--- src/hw/rtl/thp_pkg.sv ---
// ----------------------------------------------------------------------------
// Haptic time encoder package
// Segment codes, pattern word, timing registers and shared helpers.
// ----------------------------------------------------------------------------
package thp_pkg;

	localparam int MAX_SEGMENTS = 17;
	localparam int SEG_IDX_W    = 5;
	localparam int MS_W         = 16;
	localparam int QUEUE_DEPTH  = 2;

	localparam logic [MS_W-1:0] SHORT_PULSE_RST = 16'd50;
	localparam logic [MS_W-1:0] LONG_PULSE_RST  = 16'd200;
	localparam logic [MS_W-1:0] SHORT_GAP_RST   = 16'd400;
	localparam logic [MS_W-1:0] LONG_GAP_RST    = 16'd1000;

	typedef logic [MS_W-1:0]      ms_t;
	typedef logic [SEG_IDX_W-1:0] seg_idx_t;

	typedef enum logic [2:0] {
		SEG_EMPTY,
		SEG_SHORT_PULSE,
		SEG_LONG_PULSE,
		SEG_SHORT_GAP,
		SEG_LONG_GAP
	} seg_code_t;

	typedef enum logic [1:0] {
		REG_SHORT_PULSE,
		REG_LONG_PULSE,
		REG_SHORT_GAP,
		REG_LONG_GAP
	} reg_idx_t;

	// One whole pattern: a code per segment position and the segment count
	typedef struct packed {
		seg_code_t [MAX_SEGMENTS-1:0] code;
		seg_idx_t                     count;
	} pattern_t;

	typedef struct packed {
		ms_t short_pulse;
		ms_t long_pulse;
		ms_t short_gap;
		ms_t long_gap;
	} timing_t;

	function automatic ms_t seg_ms(input seg_code_t code, input timing_t tm);
		ms_t ms;
		case (code)
			SEG_SHORT_PULSE: ms = tm.short_pulse;
			SEG_LONG_PULSE:  ms = tm.long_pulse;
			SEG_SHORT_GAP:   ms = tm.short_gap;
			SEG_LONG_GAP:    ms = tm.long_gap;
			default:         ms = '0;
		endcase
		return ms;
	endfunction

endpackage

--- src/hw/rtl/thp_front.sv ---
// ----------------------------------------------------------------------------
// Haptic time encoder front end
// Takes hour and minute, reduces them and registers the segment code list.
// ----------------------------------------------------------------------------
module thp_front (
	input  logic              clk,
	input  logic              arst_n,
	input  logic              in_valid,
	output logic              in_ready,
	input  logic [4:0]        hour,
	input  logic [5:0]        minute,
	output logic              pat_valid,
	input  logic              pat_ready,
	output thp_pkg::pattern_t pat
);
	import thp_pkg::*;

	typedef struct packed {
		seg_code_t [7:0] code;
		logic [2:0]      len;
	} group_t;

	// Twelfths code of a value already reduced to 0..11
	function automatic group_t twelfths(input logic [3:0] v);
		group_t     g;
		logic [3:0] r6;
		logic [3:0] r3;
		seg_code_t  third;
		g  = '0;
		r6 = (v >= 4'd6) ? 4'(v - 4'd6) : v;
		r3 = (r6 >= 4'd3) ? 4'(r6 - 4'd3) : r6;
		case (r3)
			4'd0:    third = SEG_EMPTY;
			4'd1:    third = SEG_SHORT_PULSE;
			default: third = SEG_LONG_PULSE;
		endcase
		g.code[0] = (v < 4'd6) ? SEG_SHORT_PULSE : SEG_LONG_PULSE;
		g.code[1] = SEG_SHORT_GAP;
		if (r6 != 4'd0) begin
			g.code[2] = (r6 < 4'd3) ? SEG_SHORT_PULSE : SEG_LONG_PULSE;
			g.code[3] = SEG_SHORT_GAP;
			g.code[4] = third;
			g.code[5] = SEG_LONG_GAP;
			g.len     = 3'd6;
		end else begin
			g.code[2] = third;
			g.code[3] = SEG_LONG_GAP;
			g.len     = 3'd4;
		end
		return g;
	endfunction

	logic [4:0] hour_red;
	logic [3:0] hour_mod;
	logic [9:0] min_prod;
	logic [3:0] min_q;
	logic [3:0] min_grp;
	logic [5:0] min_rem;
	group_t     grp_h;
	group_t     grp_m;
	group_t     grp_d;
	seg_idx_t   off_m;
	seg_idx_t   off_d;
	seg_idx_t   rel;
	pattern_t   pat_next;

	pattern_t   pat_s1;
	logic       valid_s1;
	logic       in_acc;

	always_comb begin
		if (hour >= 5'd24) begin
			hour_red = 5'(hour - 5'd24);
		end else if (hour >= 5'd12) begin
			hour_red = 5'(hour - 5'd12);
		end else begin
			hour_red = hour;
		end
		hour_mod = hour_red[3:0];

		// minute / 5 as (minute * 13) >> 6, exact over 0..63
		min_prod = 10'(minute) * 10'd13;
		min_q    = min_prod[9:6];
		min_rem  = 6'(minute - 6'({2'b00, min_q} + {min_q, 2'b00}));
		min_grp  = (min_q == 4'd12) ? 4'd0 : min_q;

		grp_h = twelfths(hour_mod);
		grp_m = twelfths(min_grp);

		grp_d = '0;
		case (min_rem[2:0])
			3'd1: begin
				grp_d.code[0] = SEG_SHORT_PULSE;
				grp_d.len     = 3'd1;
			end
			3'd2: begin
				grp_d.code[0] = SEG_SHORT_PULSE;
				grp_d.code[1] = SEG_SHORT_GAP;
				grp_d.code[2] = SEG_SHORT_PULSE;
				grp_d.len     = 3'd3;
			end
			3'd3: begin
				grp_d.code[0] = SEG_LONG_PULSE;
				grp_d.len     = 3'd1;
			end
			3'd4: begin
				grp_d.code[0] = SEG_LONG_PULSE;
				grp_d.code[1] = SEG_SHORT_GAP;
				grp_d.code[2] = SEG_SHORT_PULSE;
				grp_d.len     = 3'd3;
			end
			default: grp_d.len = 3'd0;
		endcase

		off_m = 5'd2 + 5'(grp_h.len);
		off_d = off_m + 5'(grp_m.len);

		pat_next = '0;
		pat_next.count = (minute == 6'd0) ? off_m : 5'(off_d + 5'(grp_d.len));
		rel = '0;
		for (int k = 0; k < MAX_SEGMENTS; k++) begin
			if (k == 0) begin
				pat_next.code[k] = SEG_EMPTY;
			end else if (k == 1) begin
				pat_next.code[k] = SEG_SHORT_GAP;
			end else if (SEG_IDX_W'(k) < off_m) begin
				rel = SEG_IDX_W'(k) - 5'd2;
				pat_next.code[k] = grp_h.code[rel[2:0]];
			end else if (SEG_IDX_W'(k) < off_d) begin
				rel = SEG_IDX_W'(k) - off_m;
				pat_next.code[k] = grp_m.code[rel[2:0]];
			end else begin
				rel = SEG_IDX_W'(k) - off_d;
				pat_next.code[k] = grp_d.code[rel[2:0]];
			end
		end
	end

	assign in_ready  = !valid_s1 || pat_ready;
	assign in_acc    = in_valid && in_ready;
	assign pat_valid = valid_s1;
	assign pat       = pat_s1;

	always_ff @(posedge clk or negedge arst_n) begin
		if (!arst_n) begin
			valid_s1 <= 1'b0;
		end else if (in_acc) begin
			valid_s1 <= 1'b1;
		end else if (pat_ready) begin
			valid_s1 <= 1'b0;
		end
	end

	always_ff @(posedge clk) begin
		if (in_acc) begin
			pat_s1 <= pat_next;
		end
	end

endmodule

--- src/hw/rtl/thp_queue.sv ---
// ----------------------------------------------------------------------------
// Haptic time encoder pattern queue
// Short FIFO of pattern words between the front end and the sequencer.
// ----------------------------------------------------------------------------
module thp_queue (
	input  logic              clk,
	input  logic              arst_n,
	input  logic              push_valid,
	output logic              push_ready,
	input  thp_pkg::pattern_t push_pat,
	output logic              pop_valid,
	input  logic              pop,
	output thp_pkg::pattern_t head_pat
);
	import thp_pkg::*;

	localparam int PTR_W = $clog2(QUEUE_DEPTH);
	localparam int CNT_W = $clog2(QUEUE_DEPTH + 1);

	pattern_t          entry_q [QUEUE_DEPTH];
	logic [PTR_W-1:0]  wr_ptr_q;
	logic [PTR_W-1:0]  rd_ptr_q;
	logic [CNT_W-1:0]  count_q;
	logic              do_push;
	logic              do_pop;

	assign push_ready = (count_q != CNT_W'(QUEUE_DEPTH));
	assign pop_valid  = (count_q != '0);
	assign head_pat   = entry_q[rd_ptr_q];
	assign do_push    = push_valid && push_ready;
	assign do_pop     = pop && pop_valid;

	always_ff @(posedge clk or negedge arst_n) begin
		if (!arst_n) begin
			wr_ptr_q <= '0;
			rd_ptr_q <= '0;
			count_q  <= '0;
		end else begin
			if (do_push) begin
				wr_ptr_q <= (wr_ptr_q == PTR_W'(QUEUE_DEPTH - 1)) ? '0 : PTR_W'(wr_ptr_q + 1'b1);
			end
			if (do_pop) begin
				rd_ptr_q <= (rd_ptr_q == PTR_W'(QUEUE_DEPTH - 1)) ? '0 : PTR_W'(rd_ptr_q + 1'b1);
			end
			if (do_push && !do_pop) begin
				count_q <= CNT_W'(count_q + 1'b1);
			end else if (do_pop && !do_push) begin
				count_q <= CNT_W'(count_q - 1'b1);
			end
		end
	end

	always_ff @(posedge clk) begin
		if (do_push) begin
			entry_q[wr_ptr_q] <= push_pat;
		end
	end

endmodule

--- src/hw/rtl/thp_back.sv ---
// ----------------------------------------------------------------------------
// Haptic time encoder segment sequencer
// Walks the head pattern one segment a cycle, when not stalled, to the output.
// ----------------------------------------------------------------------------
module thp_back (
	input  logic              clk,
	input  logic              arst_n,
	input  logic              head_valid,
	input  thp_pkg::pattern_t head_pat,
	output logic              pop,
	input  thp_pkg::timing_t  timing,
	output logic              out_valid,
	input  logic              out_ready,
	output logic [15:0]       duration_ms,
	output logic              motor_on,
	output logic [4:0]        segment_index,
	output logic              last_segment
);
	import thp_pkg::*;

	seg_idx_t  idx_q;
	logic      out_valid_q;
	ms_t       duration_q;
	logic      motor_on_q;
	seg_idx_t  index_q;
	logic      last_q;

	logic      load;
	logic      is_last;
	seg_code_t code;

	assign load    = head_valid && (!out_valid_q || out_ready);
	assign code    = head_pat.code[idx_q];
	assign is_last = (idx_q == SEG_IDX_W'(head_pat.count - 1'b1));
	assign pop     = load && is_last;

	always_ff @(posedge clk or negedge arst_n) begin
		if (!arst_n) begin
			idx_q       <= '0;
			out_valid_q <= 1'b0;
		end else begin
			if (load) begin
				out_valid_q <= 1'b1;
			end else if (out_ready) begin
				out_valid_q <= 1'b0;
			end
			// advance within the pattern, wrap on its last segment
			if (load) begin
				idx_q <= is_last ? '0 : SEG_IDX_W'(idx_q + 1'b1);
			end
		end
	end

	always_ff @(posedge clk) begin
		if (load) begin
			duration_q <= seg_ms(code, timing);
			motor_on_q <= ~idx_q[0];
			index_q    <= idx_q;
			last_q     <= is_last;
		end
	end

	assign out_valid     = out_valid_q;
	assign duration_ms   = duration_q;
	assign motor_on      = motor_on_q;
	assign segment_index = index_q;
	assign last_segment  = last_q;

endmodule

--- src/hw/rtl/time_to_haptic_pattern_encoder.sv ---
// ----------------------------------------------------------------------------
// Haptic time encoder
// Turns hour and minute into the on/off segment list for a vibration motor.
// ----------------------------------------------------------------------------
//
//   port group   direction  handshake            carries
//   cfg (APB)    in/out     psel/penable/pready  four 16-bit timing registers
//   in           in         in_valid/in_ready    hour, minute
//   out          out        out_valid/out_ready  duration_ms, motor_on,
//                                                segment_index, last_segment
//
// A word's first segment reaches the output through the front register, the
// queue and the output register. The sequencer emits one segment a cycle
// while the output is not stalled; a pattern holds it for its 6 to 17
// segments.
// The front end and a two-entry queue keep taking words while it runs.
// Reset loads the timing registers with 50, 200, 400 and 1000 ms and empties
// every stage. A stalled output holds its word and backs up the queue.
module time_to_haptic_pattern_encoder (
	input  logic        clk,
	input  logic        arst_n,
	input  logic        psel,
	input  logic        penable,
	input  logic        pwrite,
	input  logic [3:0]  paddr,
	input  logic [31:0] pwdata,
	output logic [31:0] prdata,
	output logic        pready,
	input  logic        in_valid,
	output logic        in_ready,
	input  logic [4:0]  hour,
	input  logic [5:0]  minute,
	output logic        out_valid,
	input  logic        out_ready,
	output logic [15:0] duration_ms,
	output logic        motor_on,
	output logic [4:0]  segment_index,
	output logic        last_segment
);
	import thp_pkg::*;

	timing_t  timing_q;
	reg_idx_t reg_sel;
	logic     cfg_wr;

	pattern_t front_pat;
	logic     front_valid;
	logic     queue_ready;
	pattern_t head_pat;
	logic     head_valid;
	logic     pop;

	assign pready  = 1'b1;
	assign reg_sel = reg_idx_t'(paddr[3:2]);
	assign cfg_wr  = psel && penable && pwrite;

	always_ff @(posedge clk or negedge arst_n) begin
		if (!arst_n) begin
			timing_q.short_pulse <= SHORT_PULSE_RST;
			timing_q.long_pulse  <= LONG_PULSE_RST;
			timing_q.short_gap   <= SHORT_GAP_RST;
			timing_q.long_gap    <= LONG_GAP_RST;
		end else if (cfg_wr) begin
			case (reg_sel)
				REG_SHORT_PULSE: timing_q.short_pulse <= pwdata[15:0];
				REG_LONG_PULSE:  timing_q.long_pulse  <= pwdata[15:0];
				REG_SHORT_GAP:   timing_q.short_gap   <= pwdata[15:0];
				REG_LONG_GAP:    timing_q.long_gap    <= pwdata[15:0];
				default: ;
			endcase
		end
	end

	always_comb begin
		case (reg_sel)
			REG_SHORT_PULSE: prdata = {16'h0000, timing_q.short_pulse};
			REG_LONG_PULSE:  prdata = {16'h0000, timing_q.long_pulse};
			REG_SHORT_GAP:   prdata = {16'h0000, timing_q.short_gap};
			REG_LONG_GAP:    prdata = {16'h0000, timing_q.long_gap};
			default:         prdata = '0;
		endcase
	end

	thp_front u_front (
		.clk       (clk),
		.arst_n    (arst_n),
		.in_valid  (in_valid),
		.in_ready  (in_ready),
		.hour      (hour),
		.minute    (minute),
		.pat_valid (front_valid),
		.pat_ready (queue_ready),
		.pat       (front_pat)
	);

	thp_queue u_queue (
		.clk        (clk),
		.arst_n     (arst_n),
		.push_valid (front_valid),
		.push_ready (queue_ready),
		.push_pat   (front_pat),
		.pop_valid  (head_valid),
		.pop        (pop),
		.head_pat   (head_pat)
	);

	thp_back u_back (
		.clk           (clk),
		.arst_n        (arst_n),
		.head_valid    (head_valid),
		.head_pat      (head_pat),
		.pop           (pop),
		.timing        (timing_q),
		.out_valid     (out_valid),
		.out_ready     (out_ready),
		.duration_ms   (duration_ms),
		.motor_on      (motor_on),
		.segment_index (segment_index),
		.last_segment  (last_segment)
	);

endmodule

--- config.mk ---
export PLATFORM = sky130hd
export DESIGN_NAME = time_to_haptic_pattern_encoder
export DESIGN_NICKNAME = d
export VERILOG_FILES = /design/src/hw/rtl/thp_pkg.sv /design/src/hw/rtl/thp_front.sv /design/src/hw/rtl/thp_queue.sv /design/src/hw/rtl/thp_back.sv /design/src/hw/rtl/time_to_haptic_pattern_encoder.sv
export SDC_FILE = /design/constraint.sdc
export NUM_CORES = 1
export LEC_CHECK = 0
export ABC_CLOCK_PERIOD_IN_PS = 3400
export BUFFER_PORTS_ARGS = -buffer_cell sky130_fd_sc_hd__buf_2
export CORE_AREA = 8 8 170 156
export DETAILED_ROUTE_END_ITERATION = 12
export DIE_AREA = 0 0 178 164
export GPL_TIMING_DRIVEN = 0
export SETUP_SLACK_MARGIN = 0.5
export SKIP_CTS_REPAIR_TIMING = 1
export SLEW_MARGIN = 20
export SYNTH_ARGS = -nofsm -noshare
export SYNTH_HDL_FRONTEND = slang
export SYNTH_SLANG_ARGS = --single-unit
export TNS_END_PERCENT = 100
--- constraint.sdc ---
create_clock -name clk -period 3.4 [get_ports clk]
set_clock_uncertainty 0.15 [all_clocks]
set_input_delay 0.51 -clock clk [delete_from_list [all_inputs] [get_ports clk]]
set_output_delay 0.51 -clock clk [all_outputs]
set_load 0.01 [all_outputs]
==> results_dict.tcl, run 1 <==
set metrics [dict create \
    rsz0062_at_grt "true" \
    setup_violations 23 \
    drc 0 \
    antenna_found_initial 1 \
    tns_ns -24.70 \
    dieHeight_um 164 \
    vias 7063 \
    netSwitchingFraction_pct 37.7 \
    pin_count 112 \
    std_cell_rows 54 \
    io_buffers 75 \
    yosys_warnings 0 \
    clockPowerShare_pct 15.2 \
    cp.required_ns 3.50 \
    synthCells 779 \
    maxSlewHeadroom_pct 47.7 \
    drtIter0Drc 387 \
    p_comb_share_pct 52.9 \
    cts_max_level 4 \
    fin_crit_ns 4.86 \
    path_max_fanout 5 \
    final_common_cell "edfxtp_1" \
    startpoint_type "primary input" \
    intPower_mw 8.03 \
    synth_cell_types 85 \
    drive_gt1_share_pct 50.7 \
    grt.total_usage_pct 15.5 \
    nNetsFinal 1068 \
    crit_path_frequent_cell "ha_4" \
    clkTransAtPathRegs_ns 0.07 \
    numCtsBuffers 17 \
    via_per_inst 5.47 \
    violations "negative setup slack" \
    cts_tree "yes" \
    grt-ovfl-total 0 \
    critPathSlowestCell "fa_1" \
    seq_area_frac_synth_pct 53.6 \
    end_kind "flop" \
    fin_crit_sh_pct 143 \
    synth_edf_count 122 \
    p_leak_nw 5.36 \
    tightest_slew_ns 0.784 \
    postSynthAreaPerCell_um2 13.3 \
    power_per_cell_area_nw_per_um2 941 \
    critical_path_class "primary input to flop" \
    place_congestion 0.834 \
    synth_seq_cells 197 \
    syn2layout_area_growth_pct 32.0 \
    final_cell_area_um2 13700 \
    switchingPower_mw 4.85 \
    start_util_pct 43.8 \
    cts_root_buf "clkbuf_16" \
    fin_ws_ns -1.46 \
    fillers 1858 \
    slowest_delay_ns 0.48 \
    dpl.hpwl_um 16300 \
    clock_latency_ns 0.43 \
    max-vdd-ir-drop_mv 0.503 \
    cts.sinks 197 \
    dieWidth_um 178 \
    grt_pass1_vias 6626 \
    max-clock-path-buffers 2 \
    power_mw 12.9 \
    synthArstFlopShare_pct 38.1 \
    cp_data_arrival_time_ns 4.96 \
    crit_chain "buf_12 -> inv_1 -> ha_4 -> fa_1 -> ha_4 -> nor2_4 -> a21oi_4 -> xnor2_4 -> inv_2 -> ha_4 -> inv_4 -> ha_4 -> or2_4 -> fa_2 -> xnor2_2 -> xnor3_1 -> a21o_1 -> buf_6 -> buf_6 -> a211oi_2 -> a21oi_1 -> o32a_1 -> nand2b_4 -> a221oi_2" \
    dpl_worst_slack_ns -2.60 \
    first_pass_iters 4 \
    placed_cell_area_um2 11500 \
    dieArea_um2 29200 \
    finalMaxSlewViolations 0 \
    seq_power_share_pct 31.9 \
    wl_per_cell_um 18.9 \
    drtAntennaViolNets 0 \
    grt_pass1_wl_um 35600 \
    syn_area_um2 10400 \
    synth_ff_type "edfxtp_1" \
    grt_max_degree 53 \
    n_antenna_cell 0 \
    cap_violations 0 \
    timing.fmax_mhz 206 \
    hold_path.class "primary input to flop" \
    wl_um 24400 \
    finalHoldViolCount 0 \
    outcome "finished with violations" \
    core_region_area_um2 23700 \
    hold_slack_ns 0.123 \
    most-common-layout-cells "edfxtp_1 (122), buf_4 (81), mux2_2 (72)" \
]
## sequential cells by signal (all words and copies together), names as in the netlist
signal and flops:
u_queue.entry_q 66, timing_q 64, u_front.pat 33, u_back.duration_ms 16
u_back.idx_q 5, u_back.segment_index 5, u_queue.count_q 2, u_back.last_segment 1
u_back.motor_on 1, u_back.out_valid 1, u_front.pat_valid 1, u_queue.rd_ptr_q 1
u_queue.wr_ptr_q 1
## power by group through the flow
stage	sequential (mW)	combinational [mW]	clock (mW)
after global placement	4.10	4.70	0
after detailed placement	4.13	4.82	0
final	4.11	6.82	1.96
after global routing	4.20	7.27	2.09
after CTS	4.08	4.84	2.00
after floorplan	4.07	3.43	0
## routing by layer
metal / vias up / global-route usage, % / routed length [um]
met3: 17 / 3.36 / 1100
met1: 3549 / 21.8 / 11300
li1: 3324 / - / -
met5: - / 0 / 8
met4: 2 / 3.98 / 222
met2: 171 / 24.0 / 11800
## Yosys cell counts (all sizes together) (3+ instances only)
library cell,n,area (um^2)
or2,3,18.8
nand3b,4,30.0
and3,5,31.3
dfstp,15,394
edfxtp,122,3660
inv,29,109
o31ai,3,22.5
mux4,23,518
nand4,6,52.6
nand2b,10,70.1
buf,34,236
mux2i,31,310
o32ai,4,35.0
a22oi,19,143
a31oi,7,43.8
a21oi,28,163
mux2,75,845
o21ai,27,143
nand3,13,70.1
o22ai,21,144
fa,3,60.1
o21a,4,30.0
nor3b,3,27.5
nor2,24,90.1
xor2,6,60.1
a211oi,5,52.6
nor3,16,80.1
nor2b,10,62.6
a21o,9,70.1
a21boi,4,30.0
o211ai,4,30.0
xnor2,16,159
nand2,42,163
dfrtp,60,1500
and2,4,27.5
clkbuf,16,60.1
a221oi,4,47.6
ha,41,513
## worst max-delay path, delay by kind of cell
kind / cells / cell delay, ns
AND/OR/NAND/NOR: 3 / 0.44
buffers and inverters: 6 / 0.53
AO/OA/AOI/OAI: 6 / 1.15
adder cells (fa/ha/maj): 6 / 1.78
XOR/XNOR: 3 / 0.54
## final cells by class
class / instances / area, um^2 / share of cell area, %
Sequential cell: 197 / 5560 / 40.6
Multi-Input combinational cell: 517 / 5360 / 39.2
Timing Repair Buffer: 157 / 1240 / 9.08
Buffer: 50 / 429 / 3.13
Clock buffer: 17 / 425 / 3.11
Tap cell: 308 / 385 / 2.81
Clock inverter: 15 / 163 / 1.19
Inverter: 30 / 124 / 0.905
## path summary, 6_finish.rpt
kind / start / to / slack (ns) / cells after the start
worst min-delay path: in_valid / u_front.pat_valid / 0.12 / 2
worst max-delay path: minute[2] / u_front.pat[29] / -1.46 / 24
max in group asynchronous: arst_n / timing_q[38] / 2.09 / 3
worst min register to register: u_front.pat[11] / u_queue.entry_q[1][5] / 0.29 / 0
min in group asynchronous: arst_n / timing_q[51] / 0.37 / 2
worst max register to register: u_queue.rd_ptr_q / u_back.duration_ms[11] / 0.50 / 13
## cell families after synthesis
group	Yosys count	synth area share (%)
flops	197	53.6
compound gates	158	11.0
simple gates	146	7.45
mux	129	16.1
buf+inv	80	3.94
fa+ha+maj	44	5.52
xor+xnor	23	2.33
other cells	2	0.0724
## through the flow
step                      instances  utilization, %
after floorplan                 794               -
after global placement         1177            47.8
after detailed placement       1181            48.3
after CTS                      1213            50.8
after global routing           1291            57.7
final                          1291            57.7
(Power assumes the default switching activity.)
==> run 2: changes to the inputs <==
SETUP_SLACK_MARGIN = default   (was 0.5)
==> run 2 against run 1 <==
  * The flow still finishes with violations (negative setup slack)
  * Final cell count is 2.4% lower
  * Maximum frequency is 0.36% higher
  * Combinational power is 17% lower
  * Register-to-register slack worse by 0.28 ns
  * Sequential share of layout area is 2.6 points higher
  * Routed wire length is 3.1% lower
  * Clock power hardly changed
  * Critical path depth is 1 lower
  * Power is 9.3% lower
  * Worst hold slack better by 0.0017 ns
  * Worst setup slack better by 0.017 ns
  * Highest routed layer is now met4
==> results_dict.tcl, run 2 (synthesized netlist as in run 1, its figures left out) <==
set metrics [dict create \
    outcome "finished with violations" \
    violations "negative setup slack" \
    clkTransAtPathRegs_ns 0.07 \
    rsz0062_at_grt "true" \
    cp_data_arrival_time_ns 4.89 \
    finalMaxSlewViolations 0 \
    via_per_inst 5.47 \
    path_buf_inv 4 \
    drtAntennaViolNets 0 \
    drc 0 \
    power_mw 11.7 \
    std_cell_rows 54 \
    max-clock-path-buffers 2 \
    placed_cell_area_um2 11400 \
    final_cell_area_um2 12900 \
    hold_slack_ns 0.125 \
    tightest_slew_ns 0.929 \
    fin_crit_ns 4.84 \
    dpl_worst_slack_ns -2.54 \
    hold_depth 2 \
    end_kind "flop" \
    maxSlewHeadroom_pct 37.4 \
    most-common-layout-cells "edfxtp_1 (122), buf_2 (78), mux2_2 (73)" \
    cp.required_ns 3.45 \
    antenna_found_initial 0 \
    regMostFlops "u_queue.entry_q" \
    crit_chain "buf_12 -> ha_4 -> fa_1 -> ha_4 -> nand4_4 -> a21oi_4 -> xnor2_4 -> inv_2 -> ha_4 -> inv_2 -> ha_4 -> or2_4 -> fa_2 -> xnor2_2 -> xnor3_1 -> buf_6 -> nand3_4 -> and2_4 -> or2_4 -> a21oi_4 -> ha_4 -> ha_4 -> a21o_1" \
    grt_pass1_wl_um 35800 \
    cts_root_buf "clkbuf_16" \
    p_leak_nw 5.05 \
    first_pass_iters 4 \
    setup_violations 23 \
    cap_violations 0 \
    dpl.hpwl_um 16400 \
    grt_max_degree 46 \
    critPathSlowestCell "fa_1" \
    max-vdd-ir-drop_mv 0.420 \
    path_max_fanout 6 \
    grt_pass1_vias 6629 \
    io_buffers 75 \
    final_cell_count_no_fill 1260 \
    syn2layout_area_growth_pct 24.1 \
    wl_per_cell_um 18.8 \
    nNetsFinal 1037 \
    cts_max_level 4 \
    place_congestion 0.815 \
    slowest_delay_ns 0.48 \
    timing.fmax_mhz 207 \
    drive_gt1_share_pct 43.7 \
    numCtsBuffers 17 \
    r2r_cells 11 \
    clock_latency_ns 0.44 \
    grt.total_usage_pct 15.6 \
    largest_reg_flops 66 \
    core_region_area_um2 23700 \
    cp_top_family "adder cells" \
    wl_um 23600 \
    vias 6895 \
    fin_ws_ns -1.44 \
    power_per_cell_area_nw_per_um2 908 \
    drtIter0Drc 376 \
    start_util_pct 43.8 \
    pin_count 112 \
    place_inst 1181 \
    fin_crit_sh_pct 142 \
    hold_path.class "primary input to flop" \
    grt-ovfl-total 0 \
    dieHeight_um 164 \
    finalHoldViolCount 0 \
    cts.sinks 197 \
    dieArea_um2 29200 \
    cts_tree "yes" \
    crit_path_frequent_cell "ha_4" \
    n_antenna_cell 0 \
    cp.depth 23 \
    fin_util_pct 54.3 \
    tns_ns -23.90 \
    critical_path_class "primary input to flop" \
    dieWidth_um 178 \
    startpoint_type "primary input" \
    final_common_cell "edfxtp_1" \
]
## run 2: where the power goes
| group | switching [mW] | total, mW | internal [mW] | leakage, nW |
|---|---|---|---|---|
| clock | 0.976 | 1.96 | 0.985 | 0.285 |
| sequential | 0.393 | 4.09 | 3.70 | 2.04 |
| combinational | 3.07 | 5.64 | 2.57 | 2.72 |
| total | 4.44 | 11.7 | 7.25 | 5.05 |
## run 2: layer usage
metal  track usage (%)  wire length (um)  vias to the layer above
met4              4.51               311                        0
li1                  -                 -                     3275
met3              2.87               975                       24
met1              22.1             11200                     3455
met2              24.1             11200                      141
met5                 0                 0                        -
## run 2: worst paths after layout
check	from	endpoint	slack, ns
min	in_valid	u_front.pat_valid	0.13
max	minute[2]	u_front.pat[2]	-1.44
min reg2reg	u_back.idx_q[4]	u_back.segment_index[4]	0.30
max reg2reg	u_queue.rd_ptr_q	u_back.duration_ms[13]	0.22
min in group asynchronous	arst_n	timing_q[4]	0.42
max in group asynchronous	arst_n	timing_q[8]	2.04
## run 2: area by class of cell
cell class                      count  area, um^2
Fill cell                        1987       10800
Buffer                             46         302
Multi-Input combinational cell    517        5000
Sequential cell                   197        5560
Timing Repair Buffer              130         920
Clock buffer                       17         425
Tap cell                          308         385
Clock inverter                     15         160
Inverter                           30         129
==> run 3: changes to the inputs <==
CTS_BUF_LIST = sky130_fd_sc_hd__clkbuf_4 sky130_fd_sc_hd__clkbuf_8   (was default)
==> run 3 against run 2 <==
  * Worst hold slack got worse by 0.041 ns
  * Clock power decreased by 25%
  * Global-route usage decreased by 0.054 points
  * Cell area decreased by 1.8%
  * The flow still finishes with violations (negative setup slack)
  * Critical path type unchanged
  * Critical endpoint unchanged
  * Sequential power about the same
  * Register-to-register slack about the same
  * Critical path depth decreased by 1
  * Count of clock-buffer cells in the layout unchanged
  * First-iteration DRC count increased by 4.3%
  * Flip-flop and latch count unchanged
  * Routed wire length increased by 0.67%
  * Core utilization decreased by 1.0 points
==> results_dict.tcl, run 3 (synthesized netlist as in run 1, its figures left out) <==
set metrics [dict create \
    outcome "finished with violations" \
    violations "negative setup slack" \
    drtIter0Drc 392 \
    cts_max_level 4 \
    antenna_found_initial 0 \
    cts_root_buf "clkbuf_8" \
    p_leak_nw 4.94 \
    drtAntennaViolNets 0 \
    n_antenna_cell 0 \
    dieWidth_um 178 \
    vias 6940 \
    finalMaxSlewViolations 0 \
    fin_crit_ns 4.80 \
    std_cell_rows 54 \
    maxSlewHeadroom_pct 45.7 \
    cts_tree "yes" \
    grt_max_degree 46 \
    clkTransAtPathRegs_ns 0.10 \
    seq_power_share_pct 36.4 \
    dieArea_um2 29200 \
    cts.sinks 197 \
    intPower_mw 6.79 \
    rsz0062_at_grt "true" \
    place_inst 1181 \
    tns_ns -23.26 \
    syn2layout_area_growth_pct 21.8 \
    via_per_inst 5.50 \
    first_pass_iters 5 \
    io_buffers 75 \
    largest_reg_flops 66 \
    dpl.hpwl_um 16400 \
    core_region_area_um2 23700 \
    start_util_pct 43.8 \
    wl_um 23800 \
    drive_gt1_share_pct 43.1 \
    crit_chain "buf_12 -> ha_4 -> fa_1 -> ha_4 -> nand4_4 -> a21oi_4 -> xnor2_4 -> inv_2 -> ha_4 -> inv_2 -> ha_4 -> or2_4 -> fa_2 -> xnor2_2 -> xnor3_1 -> a21o_1 -> and2_4 -> or2_4 -> a21oi_4 -> ha_4 -> ha_4 -> a21o_1" \
    fin_util_pct 53.3 \
    fin_ws_ns -1.40 \
    switchingPower_mw 4.39 \
    wl_per_cell_um 18.9 \
    hold_path.class "primary input to flop" \
    setup_violations 23 \
    grt_pass1_wl_um 35700 \
    grt-ovfl-total 0 \
    power_mw 11.2 \
    max-clock-path-buffers 2 \
    final_common_cell "edfxtp_1" \
    timing.fmax_mhz 208 \
    slowest_delay_ns 0.48 \
    startpoint_type "primary input" \
    regMostFlops "u_queue.entry_q" \
    clockPowerShare_pct 13.1 \
    grt_pass1_vias 6610 \
    cp_top_family "adder cells" \
    max-vdd-ir-drop_mv 0.366 \
    numCtsBuffers 17 \
    cp.required_ns 3.49 \
    fin_crit_sh_pct 141 \
    grt.total_usage_pct 15.5 \
    final_cell_count_no_fill 1261 \
    power_per_cell_area_nw_per_um2 884 \
    critical_path_class "primary input to flop" \
    p_comb_share_pct 50.4 \
    finalHoldViolCount 0 \
    pin_count 112 \
    most-common-layout-cells "edfxtp_1 (122), buf_2 (77), mux2_2 (73)" \
    cap_violations 0 \
    critPathSlowestCell "fa_1" \
    nNetsFinal 1038 \
    tightest_slew_ns 0.809 \
    path_max_fanout 6 \
    cp_data_arrival_time_ns 4.89 \
    path_buf_inv 3 \
    dieHeight_um 164 \
    netSwitchingFraction_pct 39.2 \
    crit_path_frequent_cell "ha_4" \
    place_congestion 0.815 \
    end_kind "flop" \
    clock_latency_ns 0.48 \
    drc 0 \
]
==> run 3: changes by cell type in the layout (fill, tap and decap cells not counted), moves of 2 or more <==
cell       previous run  this run
clkbuf_16            17         0
clkbuf_8              0        17
buf_6                 7         9
buf_8                 2         0
ha_4                 16        14
==> run 3: layer usage <==
metal / vias up / global-route usage [%] / wire [um]
met4: 0 / 3.79 / 337
met5: - / 0 / 0
met3: 24 / 3.33 / 1040
li1: 3271 / - / -
met2: 151 / 23.8 / 11200
met1: 3494 / 22.2 / 11200
==> run 3: final timing paths <==
check,from,end,slack [ns],cells after the start
max,minute[2],u_front.pat[2],-1.40,22
min in group asynchronous,arst_n,timing_q[4],0.36,2
max reg2reg,u_queue.rd_ptr_q,u_back.duration_ms[13],0.21,11
min,in_valid,u_front.pat_valid,0.08,2
min reg2reg,u_front.pat[46],u_queue.entry_q[1][40],0.30,0
max in group asynchronous,arst_n,timing_q[8],2.09,3
==> run 3: per-stage QoR <==
step,worst slack [ns],hold slack (ns),instance area [um^2]
after floorplan,-1.98,0.0644,10500
final,-1.40,0.0845,12600
after global placement,-2.52,0.273,11300
after detailed placement,-2.54,0.281,11400
after CTS,-2.03,-0.203,11800
after global routing,-1.54,0.0636,12600
==> run 3: area by class of cell <==
type	instances	area [um^2]
Fill cell	2013	11100
Sequential cell	197	5560
Multi-Input combinational cell	517	4960
Timing Repair Buffer	129	912
Tap cell	308	385
Buffer	47	300
Clock buffer	17	234
Clock inverter	15	160
Inverter	30	126
Timing Repair inverter	1	5.00
==> run 3: power by group through the flow <==
stage | logic, mW | registers [mW] | clock network (mW)
after floorplan | 3.42 | 4.07 | 0
after global placement | 4.67 | 4.11 | 0
after detailed placement | 4.80 | 4.13 | 0
after CTS | 4.83 | 4.08 | 1.51
after global routing | 6.08 | 4.16 | 1.60
final | 5.64 | 4.07 | 1.47
